**config.mk**
```make
export PLATFORM = sky130hd
export DESIGN_NAME = msi_ram
export DESIGN_NICKNAME = d
export VERILOG_FILES = /design/src/hw/rtl/msi_ram.sv
export SDC_FILE = /design/constraint.sdc
export NUM_CORES = 1
export LEC_CHECK = 0
export ABC_CLOCK_PERIOD_IN_PS = 3260
export BUFFER_PORTS_ARGS = -buffer_cell sky130_fd_sc_hd__buf_2
export CORE_UTILIZATION = 41
export CTS_BUF_LIST = sky130_fd_sc_hd__clkbuf_4 sky130_fd_sc_hd__clkbuf_8
export DETAILED_ROUTE_END_ITERATION = 8
export GPL_TIMING_DRIVEN = 0
export SLEW_MARGIN = 30
export SYNTH_ARGS = -nofsm -noshare
export SYNTH_HDL_FRONTEND = slang
export SYNTH_SLANG_ARGS = --single-unit
```
**constraint.sdc**
```tcl
create_clock -name clk -period 3.26 [get_ports clk]
set_clock_uncertainty 0.2 [all_clocks]
set_input_delay 0.326 -clock clk [delete_from_list [all_inputs] [get_ports clk]]
set_output_delay 0.326 -clock clk [all_outputs]
set_load 0.01 [all_outputs]
```
**src/hw/rtl/msi_ram.sv**
```systemverilog
module msi_ram #(
  parameter int WIDTH = 16,
  parameter int DEPTH = 16,
  parameter int AW = (DEPTH > 1) ? $clog2(DEPTH) : 1
) (
  input  logic             clk,
  input  logic             we,
  input  logic [AW-1:0]    waddr,
  input  logic [WIDTH-1:0] wdata,
  input  logic [AW-1:0]    raddr,
  output logic [WIDTH-1:0] rdata
);

  logic [WIDTH-1:0] mem [DEPTH];

  always_ff @(posedge clk) begin
    if (we) begin
      mem[waddr] <= wdata;
    end
    rdata <= mem[raddr];
  end

endmodule

```
# == After elaboration in Yosys (flattened, before gate mapping) ==
# Memory sizes are Yosys's and may differ from the RTL's. A register that Yosys moved wholly into a read port is not among the register bits.
# Index checks and enable logic that the tools add are counted.
# totals
word_cells,3
n_memories,1
ram_bits,256
reg_bits,0
input_bits,26
# memory_table
memory,words,word_bits,rd,rd_ports_with_merged_regs,wr,line_no,rtl
mem,16,16,1,1,1,14,logic [WIDTH-1:0] mem [DEPTH];
# op_classes
mux,2
# op_table
operator,n
$mux W1,2

# == Logic depth before layout (Yosys ltp) ==
# logic_depth
ltp_word,2
ltp_mapped,5
mapped_depth_nobuf,3

# == Worst setup path before layout ==
# OpenSTA, ideal clock, no wires.
# synth_path
path_kind,input-to-reg
start,input port waddr[2]
end,memory mem[0][0] (enable)
slack_ns,0.679
n_path_buf,0
required_time_ns,2.651
setup_time_ns,0.409
arrival_time_ns,1.972
stages,2
cell_sequence,or3b_2 -> nor3_1
# synth_lines
element,line_no,rtl
start: declaration,8,"input logic [AW-1:0] waddr,"
end: declaration,14,
# Straight into the memory's write port.

# == Final worst setup path ==
# layout_path
start,input port waddr[2]
end,memory mem[0][0] (enable)
# Straight into the memory's write port.

==> reports/metrics.cfg <==
[power]
final_total_pwr_uw = 7270
peakVddDrop_v = 0.000317
p_leak_uw = 0.00389
power.density_cell_area_mw_per_mm2 = 612

[clock_network]
clkTransAtPathRegs_ns = 0.06
largest_buffer_count_on_any_clock_path = 3
insertion_delay_ns = 0.54
cts-buffers-inserted = 45
tritoncts = built
numClockSinks = 272
cts_resized = 0
htree_num_levels = 2
clock_tree.root_cell = sky130_fd_sc_hd__clkbuf_8

[timing]
final_worst_path_cycle_share = 0.557
achievable-frequency_mhz = 551
rsz0062_at_grt = no
worst_pin_slew_ns = 0.906
timing.final.crit_period_ns = 1.82
final_hold_vios = 0
timing.slew.headroom = 0.396
finalHoldWorstSlack_ns = 0.0442
setup_viol = 0
slew_viol_final = 0
totalNegativeSetupSlack_ns = 0

[die]
design.die.area_mm2 = 0.0251
die_w_um = 159
die_height_um = 159
ioPinCount = 42
placeableCoreArea_mm2 = 0.0238
fp-row-count = 56
floorplan.initialDensity = 0.423

[setup_path]
cpLargestDelayFamily = simple AND/OR/NAND/NOR gates
timing.critical_path.slowest_cell_delay_ns = 0.59
critPathLaunchType = input port
critical_path.slowest_cell = sky130_fd_sc_hd__or3b_2
arrival_ns = 1.86
cp_cell_sequence = buf_2 > or3b_2 > nor3_2 > buf_4
critPathMaxFanout = 6
timing_worst_setup_path_type = input port to register
timing.critical_path.to_type = register
cp.buffers_inverters = 2
crit_path_required_time_ns = 3.30

[drt]
route.detailed.drc = 0
drtPass1Iterations = 5
ant_nets = 0
dr_total_vias = 4751
wirelength_um = 20300
detail_route.iter0.violations = 405
routed_wire_length_per_instance_um = 22.6
post_drt_via_cell_ratio = 5.29

[synthesis]
distinct_cell_type_count_after_synthesis = 19
postSynthAreaPerCell_um2 = 23.2
synth.net_count = 458
seq_area_frac_synth = 0.797
syn_area_mm2 = 0.0100
post_synth_inst_count = 432
synth_seq_cells = 272
yosys_warnings = 0

[place]
globalplace.congestion = 0.700
place_hpwl_um = 12000
count_of_buffers_from_port_buffering = 39

[global_route]
grt_first_pass_wirelength_um = 30200
aggregate_global_route_resource_usage = 0.172
grt_start_max_net_pins = 17
grt_pass1_vias = 4980
grt_antenna_before_repair = 0
global_route.overflow_total = 0

[layout]
fillers = 1915
final_layout_size_suffix_gt1_frac = 0.347
finish.net_count = 568
most-common-layout-cells = sky130_fd_sc_hd__edfxtp_1, sky130_fd_sc_hd__mux4_2, sky130_fd_sc_hd__clkbuf_8, sky130_fd_sc_hd__buf_2, sky130_fd_sc_hd__a22oi_1
antenna_cells = 0
leading_cell_type_in_the_layout_fill_and_taps_excluded = sky130_fd_sc_hd__edfxtp_1
area_growth_pct = 18.3

[min_path]
worstHoldPathType = input port to register

[run]
timing.max_cap.violations = 0

[status]
status = finished clean

layer usage:
layer	GRT usage	vias up	wire, um
met3	0.0357	34	948
met5	0	-	0
met1	0.242	2506	9460
met4	0.0604	0	388
li1	-	2073	-
met2	0.267	138	9510
sequential cells by signal, summed over array words and instances, names as in the netlist:
register / cells
mem: 256
rdata: 16
worst paths after layout:
check | startpoint | to | slack [ns] | depth (start not counted)
worst max register to register | mem[2][10] | rdata[10] | 1.69 | 3
worst min-delay path | waddr[1] | mem[8][7] | 0.04 | 2
worst min register to register | mem[15][15] | rdata[15] | 0.49 | 3
worst max-delay path | waddr[2] | mem[0][0] | 1.44 | 4
cell usage after synthesis:
cell type,n,area share
sky130_fd_sc_hd__nand3b_1,2,0.0015
sky130_fd_sc_hd__nand2_1,17,0.0064
sky130_fd_sc_hd__buf_1,3,0.0011
sky130_fd_sc_hd__and2_1,1,0.00062
sky130_fd_sc_hd__buf_6,4,0.0045
sky130_fd_sc_hd__mux4_1,10,0.026
sky130_fd_sc_hd__dfxtp_1,16,0.032
sky130_fd_sc_hd__a22oi_1,32,0.024
sky130_fd_sc_hd__buf_4,3,0.0022
sky130_fd_sc_hd__nor2_1,13,0.0049
sky130_fd_sc_hd__nand3_1,1,0.00050
sky130_fd_sc_hd__nand2b_1,2,0.0012
sky130_fd_sc_hd__or3b_2,1,0.00087
sky130_fd_sc_hd__mux4_2,54,0.12
sky130_fd_sc_hd__nor2b_1,2,0.0012
sky130_fd_sc_hd__clkbuf_1,8,0.0030
sky130_fd_sc_hd__nor3_1,4,0.0020
sky130_fd_sc_hd__buf_2,3,0.0015
sky130_fd_sc_hd__edfxtp_1,256,0.77
metrics by stage:
stage | cells | area (um^2) | worst slack [ns] | utilization
finish | 898 | 11900 | 1.44 | 0.500
global route | 898 | 11900 | 1.36 | 0.500
CTS | 898 | 11900 | 1.44 | 0.500
detailed placement | 798 | 10800 | 0.863 | 0.455
global placement | 790 | 10600 | -0.679 | 0.448
floorplan | 432 | 10000 | 0.679 | -
where the power goes:
group	leakage, uW	switching (uW)	internal [uW]	total (uW)
registers	0.00245	17.6	3910	3930
clock network	0.000485	1280	1680	2960
logic	0.000955	218	159	378
total	0.00389	1520	5750	7270
cells by family after synthesis:
family | share of synthesized area
flip-flops | 0.797
buffers and inverters | 0.0123
multiplexers | 0.147
AO/OA/AOI/OAI | 0.0239
AND/OR/NAND/NOR | 0.0192
what timing repair did:
action                                 in CTS  in global routing
setup endpoints to repair                   0                  0
setup buffers                               0                  0
endpoints found under the hold margin     256                  0
hold buffers                               16                  0
area by class of cell:
| type | instances | area [um^2] | area share |
|---|---|---|---|
| Buffer | 21 | 124 | 0.0104 |
| Clock buffer | 67 | 816 | 0.0687 |
| Clock inverter | 17 | 98.8 | 0.00832 |
| Multi-Input combinational cell | 139 | 2020 | 0.170 |
| Sequential cell | 272 | 8010 | 0.674 |
| Tap cell | 319 | 399 | 0.0336 |
| Timing Repair Buffer | 63 | 415 | 0.0350 |
(Power assumes the default switching activity.)
