==> config.mk <==
export PLATFORM = sky130hd
export DESIGN_NAME = msi_cell
export DESIGN_NICKNAME = d
export VERILOG_FILES = /design/src/hw/rtl/msi_pkg.sv /design/src/hw/rtl/msi_ram.sv /design/src/hw/rtl/msi_cell.sv
export SDC_FILE = /design/constraint.sdc
export NUM_CORES = 2
export LEC_CHECK = 0
export BUFFER_PORTS_ARGS = -buffer_cell sky130_fd_sc_hd__buf_4
export CAP_MARGIN = 0
export CORE_ASPECT_RATIO = 1.2
export CORE_MARGIN = 3
export CORE_UTILIZATION = 55
export CTS_CLUSTER_SIZE = 25
export DETAILED_ROUTE_END_ITERATION = 7
export PLACE_DENSITY = 0.72
export SYNTH_ARGS = -nofsm -noshare
export SYNTH_HDL_FRONTEND = slang
export SYNTH_SLANG_ARGS = --single-unit
==> constraint.sdc <==
create_clock -name clk -period 10.45 [get_ports clk]
set_input_delay 1.5675 -clock clk [delete_from_list [all_inputs] [get_ports clk]]
set_output_delay 1.5675 -clock clk [all_outputs]
set_load 0.1 [all_outputs]
==> src/hw/rtl/msi_pkg.sv <==
package msi_pkg;

  localparam int VAL_W = 16;
  localparam int ACT_W = 13;
  localparam int ACC_W = 40;
  localparam int PROD_W = 32;

  typedef enum logic [1:0] {
    MODE_WEIGHT = 2'd0,
    MODE_BIAS   = 2'd1,
    MODE_INPUT  = 2'd2,
    MODE_NONE   = 2'd3
  } mode_t;

  typedef enum logic [2:0] {
    REG_LAYER_COUNT = 3'd0,
    REG_SIZE0       = 3'd1,
    REG_SIZE1       = 3'd2,
    REG_SIZE2       = 3'd3,
    REG_SIZE3       = 3'd4
  } reg_index_t;

  typedef enum logic [2:0] {
    ST_IDLE,
    ST_MAC,
    ST_FLUSH1,
    ST_FLUSH2,
    ST_DRAIN,
    ST_WB
  } state_t;

  typedef struct packed {
    logic acc_en;
    logic first;
    logic shift;
  } cell_ctl_t;

endpackage

==> src/hw/rtl/msi_ram.sv <==
module msi_ram #(
  parameter int WIDTH = 16,
  parameter int DEPTH = 16,
  parameter int AW = (DEPTH > 1) ? $clog2(DEPTH) : 1
) (
  input  logic             clk,
  input  logic             we,
  input  logic [AW-1:0]    waddr,
  input  logic [WIDTH-1:0] wdata,
  input  logic [AW-1:0]    raddr,
  output logic [WIDTH-1:0] rdata
);

  logic [WIDTH-1:0] mem [DEPTH];

  always_ff @(posedge clk) begin
    if (we) begin
      mem[waddr] <= wdata;
    end
    rdata <= mem[raddr];
  end

endmodule

==> src/hw/rtl/msi_cell.sv <==
module msi_cell #(
  parameter int WDEPTH = 48,
  parameter int BDEPTH = 3,
  parameter int WAW = (WDEPTH > 1) ? $clog2(WDEPTH) : 1,
  parameter int BAW = (BDEPTH > 1) ? $clog2(BDEPTH) : 1
) (
  input  logic                             clk,
  input  msi_pkg::cell_ctl_t               ctl,
  input  logic                             wt_we,
  input  logic [WAW-1:0]                   wt_waddr,
  input  logic                             bias_we,
  input  logic [BAW-1:0]                   bias_waddr,
  input  logic signed [msi_pkg::VAL_W-1:0] wdata,
  input  logic [WAW-1:0]                   wt_raddr,
  input  logic [BAW-1:0]                   bias_raddr,
  input  logic signed [msi_pkg::VAL_W-1:0] act,
  input  logic signed [msi_pkg::ACC_W-1:0] acc_in,
  output logic signed [msi_pkg::ACC_W-1:0] acc
);
  import msi_pkg::*;

  logic [VAL_W-1:0] wt_rd;
  logic [VAL_W-1:0] bias_rd;
  logic signed [PROD_W-1:0] prod;
  logic signed [ACC_W-1:0] base;

  msi_ram #(.WIDTH(VAL_W), .DEPTH(WDEPTH), .AW(WAW)) u_wt (
    .clk(clk), .we(wt_we), .waddr(wt_waddr), .wdata(wdata),
    .raddr(wt_raddr), .rdata(wt_rd)
  );

  msi_ram #(.WIDTH(VAL_W), .DEPTH(BDEPTH), .AW(BAW)) u_bias (
    .clk(clk), .we(bias_we), .waddr(bias_waddr), .wdata(wdata),
    .raddr(bias_raddr), .rdata(bias_rd)
  );

  assign base = ctl.first ? {{(ACC_W-VAL_W-12){bias_rd[VAL_W-1]}}, bias_rd, 12'd0} : acc;

  always_ff @(posedge clk) begin
    prod <= act * $signed(wt_rd);
    if (ctl.shift) begin
      acc <= acc_in;
    end else if (ctl.acc_en) begin
      acc <= base + {{(ACC_W-PROD_W){prod[PROD_W-1]}}, prod};
    end
  end

endmodule

Word level (Yosys, flattened, before mapping)
Memory sizes are Yosys's and may differ from the RTL's. A register that Yosys moved wholly into a read port is not among the register bits.
Cells that the tools add are included.

word-level totals
  bits in registers = 72
  latch bits = 0
  memory bits (writable) = 816
  memory bits (read-only) = 0
  input bits = 94
  output and inout port bits = 40
  logic and storage cells = 14
  memories = 2

operators by class
  add/sub/neg operators = 1
  multipliers = 1
  divide/modulo/power cells = 0
  magnitude comparators = 0
  equality and inequality tests = 0
  shifts and indexed selects = 0
  mux-type cells = 7
  bitwise operators = 0
  reduce and logical (&&, ||, !) cells = 1

memories
  memory      words  bits a word  rd ports  clocked after Yosys merged registers in  wr ports  RTL line       source
  u_wt.mem    48     16           1         1                                        1         msi_ram.sv:14  logic [WIDTH-1:0] mem [DEPTH];
  u_bias.mem  3      16           1         1                                        1         msi_ram.sv:14

operators by type and width
  cell                                            count
  40-bit 2-to-1 mux                               3
  40-bit adder                                    1
  16-bit by 16-bit multiplier with 32-bit output  1
  1-bit 2-to-1 mux                                4
  2-bit nonzero test                              1

Longest topological paths before layout
  depth in word-level cells = 4
  gate-level depth with buffers = 24
  depth with buffers taken out = 22

Hierarchy
Synthesis repeated with hierarchy kept, for this count alone.

unflattened totals
  cell total of the unflattened synthesis = 3214
  area, all modules = 47087.7 um^2

by module, submodules not included
  module             times used  cells an instance  area an instance (um^2)  sequential area each (um^2)
  msi_ram at u_wt    1           1499               30300.3                  23382.4
  msi_cell           1           1595               14655.3                  1841.8
  msi_ram at u_bias  1           120                2132.0                   1761.7

Worst setup path after synthesis
Ideal clock, no wire load.

  path kind = input to register
  from = input port act[7] (netlist name)
  to = register prod[22]
  library setup time = 0.072 ns
  arrival time = 7.056 ns
  required time = 10.378 ns
  setup slack = 3.322 ns
  cell stages on the path = 23
  path buffers = 1
  path through = clkbuf_1 -> nand2_1 -> fa_1 -> inv_1 -> fa_1 -> inv_1 -> fa_1 -> inv_1 -> fa_1 -> fa_1 -> inv_1 -> fa_1 -> inv_1 -> ha_1 -> inv_1 -> o21ai_0 -> a221o_1 -> a41o_1 -> and2_1 -> o21a_1 -> o21a_1 -> o41ai_1 -> xnor2_1

between the ends
  cells in the longest elaborated chain, start to end = 1

ends and longest elaborated chain
  item                                            RTL line        source
  start: declaration                              msi_cell.sv:16  input logic signed [msi_pkg::VAL_W-1:0] act,
  16-bit by 16-bit multiplier with 32-bit output  msi_cell.sv:40  prod <= act * $signed(wt_rd);
  end signal: assignment                          msi_cell.sv:40
  end: declaration                                msi_cell.sv:24  logic signed [PROD_W-1:0] prod;

No other way between the ends.
A chain may end at the register's enable or synchronous reset.

Final worst setup path
  from = input port act[8] (netlist name)
  to = register prod[31]

Same word-level chain as after synthesis.

==> flow_summary.json <==
{
  "drcViolationCount": 0,
  "synth.area.top_cells": "edfxtp_1, mux4_2, fa_1, ha_1, dfxtp_1",
  "ys_dominant_reg_cell": "edfxtp_1",
  "wl_met1_mm": 39.0,
  "fillers": 5883,
  "fp-row-count": 115,
  "final_cells": 4239,
  "postCtsSetupBuffers": 0,
  "worstSetupStartpoint": "act[8]",
  "critPathRequiredTime_ps": 10980,
  "grt_pass1_wl_mm": 165,
  "top_layer": "met4",
  "worstReg2RegStart": "u_wt.rdata[1]",
  "worstPathMaxFanout": 16,
  "die-area_sq_um": 87600,
  "crit_type": "primary input to flop",
  "ys_ff_latch": 920,
  "final_nets": 3531,
  "rsz0062_at_grt": "false",
  "fin_skew_ps": 24.0,
  "vias": 25387,
  "htree_levels": 3,
  "synth_top_area_share": 0.556,
  "overflow": 0,
  "yosysMostFrequentCell": "edfxtp_1",
  "critPathArrivalTime_ps": 7400,
  "final-max-slew-violation-count": 0,
  "period_share": 0.657,
  "cp-end-kind": "flop",
  "gp_congestion": 0.888,
  "design.core.area_sq_um": 82600,
  "finalHoldViolations": 0,
  "critPathLaunchType": "primary input",
  "grt_max_degree": 81,
  "dr.pass1.iters": 7,
  "min_path_type": "flop to flop",
  "setup_viol": 0,
  "wl_met2_mm": 56.4,
  "ys_seq_area_frac": 0.584,
  "netlist_area_sq_um": 46200,
  "globalRouteTotalUtil": 0.253,
  "hpwl_mm": 70.2,
  "numCtsBuffers": 88,
  "synth_cell_types": 69,
  "cts_sinks": 920,
  "drive_gt1_frac": 0.190,
  "detail-route-antenna-nets": 0,
  "viasPerCell": 5.99,
  "yosysWarningCount": 0,
  "utilization": 0.625,
  "cts_resized": 0,
  "max_cap_violations": 0,
  "die_y_microns": 324,
  "cts_tree": "yes",
  "first_global_vias": 27298,
  "syn_area_per_cell_sq_um": 15.9,
  "clock_path_buffers": 3,
  "hp-start": "u_bias.mem[2][7]",
  "postPlaceCellArea_sq_um": 48600,
  "syn-num-nets": 3379,
  "worst-slew-pin-transition_ps": 1230,
  "wl_met3_mm": 6.56,
  "initial_utilization": 0.560,
  "dr.first_iter.drc_count": 2256,
  "drt_wl_total_mm": 107,
  "wl_per_cell_microns": 25.3,
  "synthTopCellsByCount": "edfxtp_1, inv_1, fa_1",
  "timing.slew.headroom": 0.177,
  "dpl.cell_count": 4074,
  "ios": 134,
  "clk_pin_slew_ps": 60,
  "final_area_sq_um": 51600,
  "final.setup.tns_ps": 0,
  "clk_latency_ps": 670,
  "status": "finished clean",
  "port_buffers": 133,
  "max_clock_freq_mhz": 146,
  "ctsRootBufferMaster": "clkbuf_16",
  "postSynth.asyncResetShare": 0,
  "synth_cells": 2901,
  "holdBufCountCts": 0,
  "synth-edff-count": 856,
  "chipWidth_microns": 271,
  "synth_area_leader_cell": "edfxtp_1",
  "antenna_found_initial": 1,
  "fin_crit_ps": 6870,
  "syn_to_final_growth_pct": 11.6
}
-- critical path, cell delays in order --
cell and delay [ps]:
buf_4 180, and2_1 180, fa_1 530, inv_1 50, fa_1 470, fa_1 530, inv_1 60, fa_1 490
fa_1 500, inv_1 50, fa_1 480, inv_1 50, ha_1 340, a21o_1 210, a21oi_1 140, o211ai_1 110
a31oi_1 260, nand3b_1 160, a221o_1 400, a211oi_1 380, a21oi_1 140, xnor2_1 140
-- per-layer routing --
layer	global-route usage	up-vias
met4	0.123	0
met5	0	-
met2	0.446	1010
li1	-	10907
met3	0.0356	234
met1	0.310	13236
-- final timing paths --
| path | to | slack [ps] | cells after the start |
|---|---|---|---|
| setup / recovery | prod[31] | 3580 | 22 |
| hold / removal | u_bias.rdata[7] | 450 | 2 |
| setup reg to reg | prod[31] | 3730 | 18 |
| hold reg to reg | u_bias.rdata[7] | 450 | 2 |
-- area by class of cell --
type	instances	area, sq um	area share
Sequential cell	920	27000	0.523
Inverter	311	1170	0.0226
Timing Repair Buffer	183	1390	0.0268
Tap cell	1111	1390	0.0269
Multi-Input combinational cell	1549	17600	0.342
Clock inverter	55	691	0.0134
Antenna cell	1	2.50	0.0000485
Clock buffer	109	2340	0.0453
-- registers in the layout (all words and copies together) (netlist names) --
name          flops
u_bias.mem       48
u_bias.rdata     16
u_wt.rdata       16
prod             32
acc              40
u_wt.mem        768
-- logic make-up (layout without fill, tap and decap cells) --
group | count (synthesis) | after routing | synth area share
AND/OR/NAND/NOR | 541 | 541 | 0.0571
AO/OA/AOI/OAI | 270 | 270 | 0.0369
buffers and inverters | 432 | 658 | 0.0355
flip-flops | 920 | 920 | 0.584
XOR/XNOR | 65 | 65 | 0.0123
other | 0 | 1 | 0
adder cells (fa/ha/maj) | 384 | 384 | 0.147
multiplexers | 289 | 289 | 0.128
-- through the flow --
| step | worst slack [ps] | hold WS (ps) |
|---|---|---|
| after global routing | 3350 | 475 |
| after floorplan | 3320 | 418 |
| final | 3580 | 447 |
| after global placement | 3050 | 432 |
| after detailed placement | 2950 | 439 |
| after CTS | 3640 | 451 |
-- layout by cell type, fill, tap and decap left out, drive strengths merged, types with 8 or more instances in the layout --
cell | Yosys | layout
a211oi | 8 | 8
a21o | 31 | 31
a21oi | 58 | 58
and2 | 130 | 130
and3 | 9 | 9
buf | 31 | 183
bufinv | 0 | 12
clkbuf | 90 | 109
clkinv | 0 | 30
dfxtp | 64 | 64
edfxtp | 856 | 856
fa | 263 | 263
ha | 121 | 121
inv | 311 | 320
mux2 | 16 | 16
mux2i | 33 | 33
mux4 | 240 | 240
nand2 | 213 | 213
nand2b | 13 | 13
nand3 | 15 | 15
nor2 | 92 | 92
nor2b | 21 | 21
nor3 | 12 | 12
o21ai | 104 | 104
o21bai | 8 | 8
xnor2 | 40 | 40
xor2 | 25 | 25
Power is not shown: default switching activity piles up to over one toggle a cycle in this logic, so the estimate is an artifact.
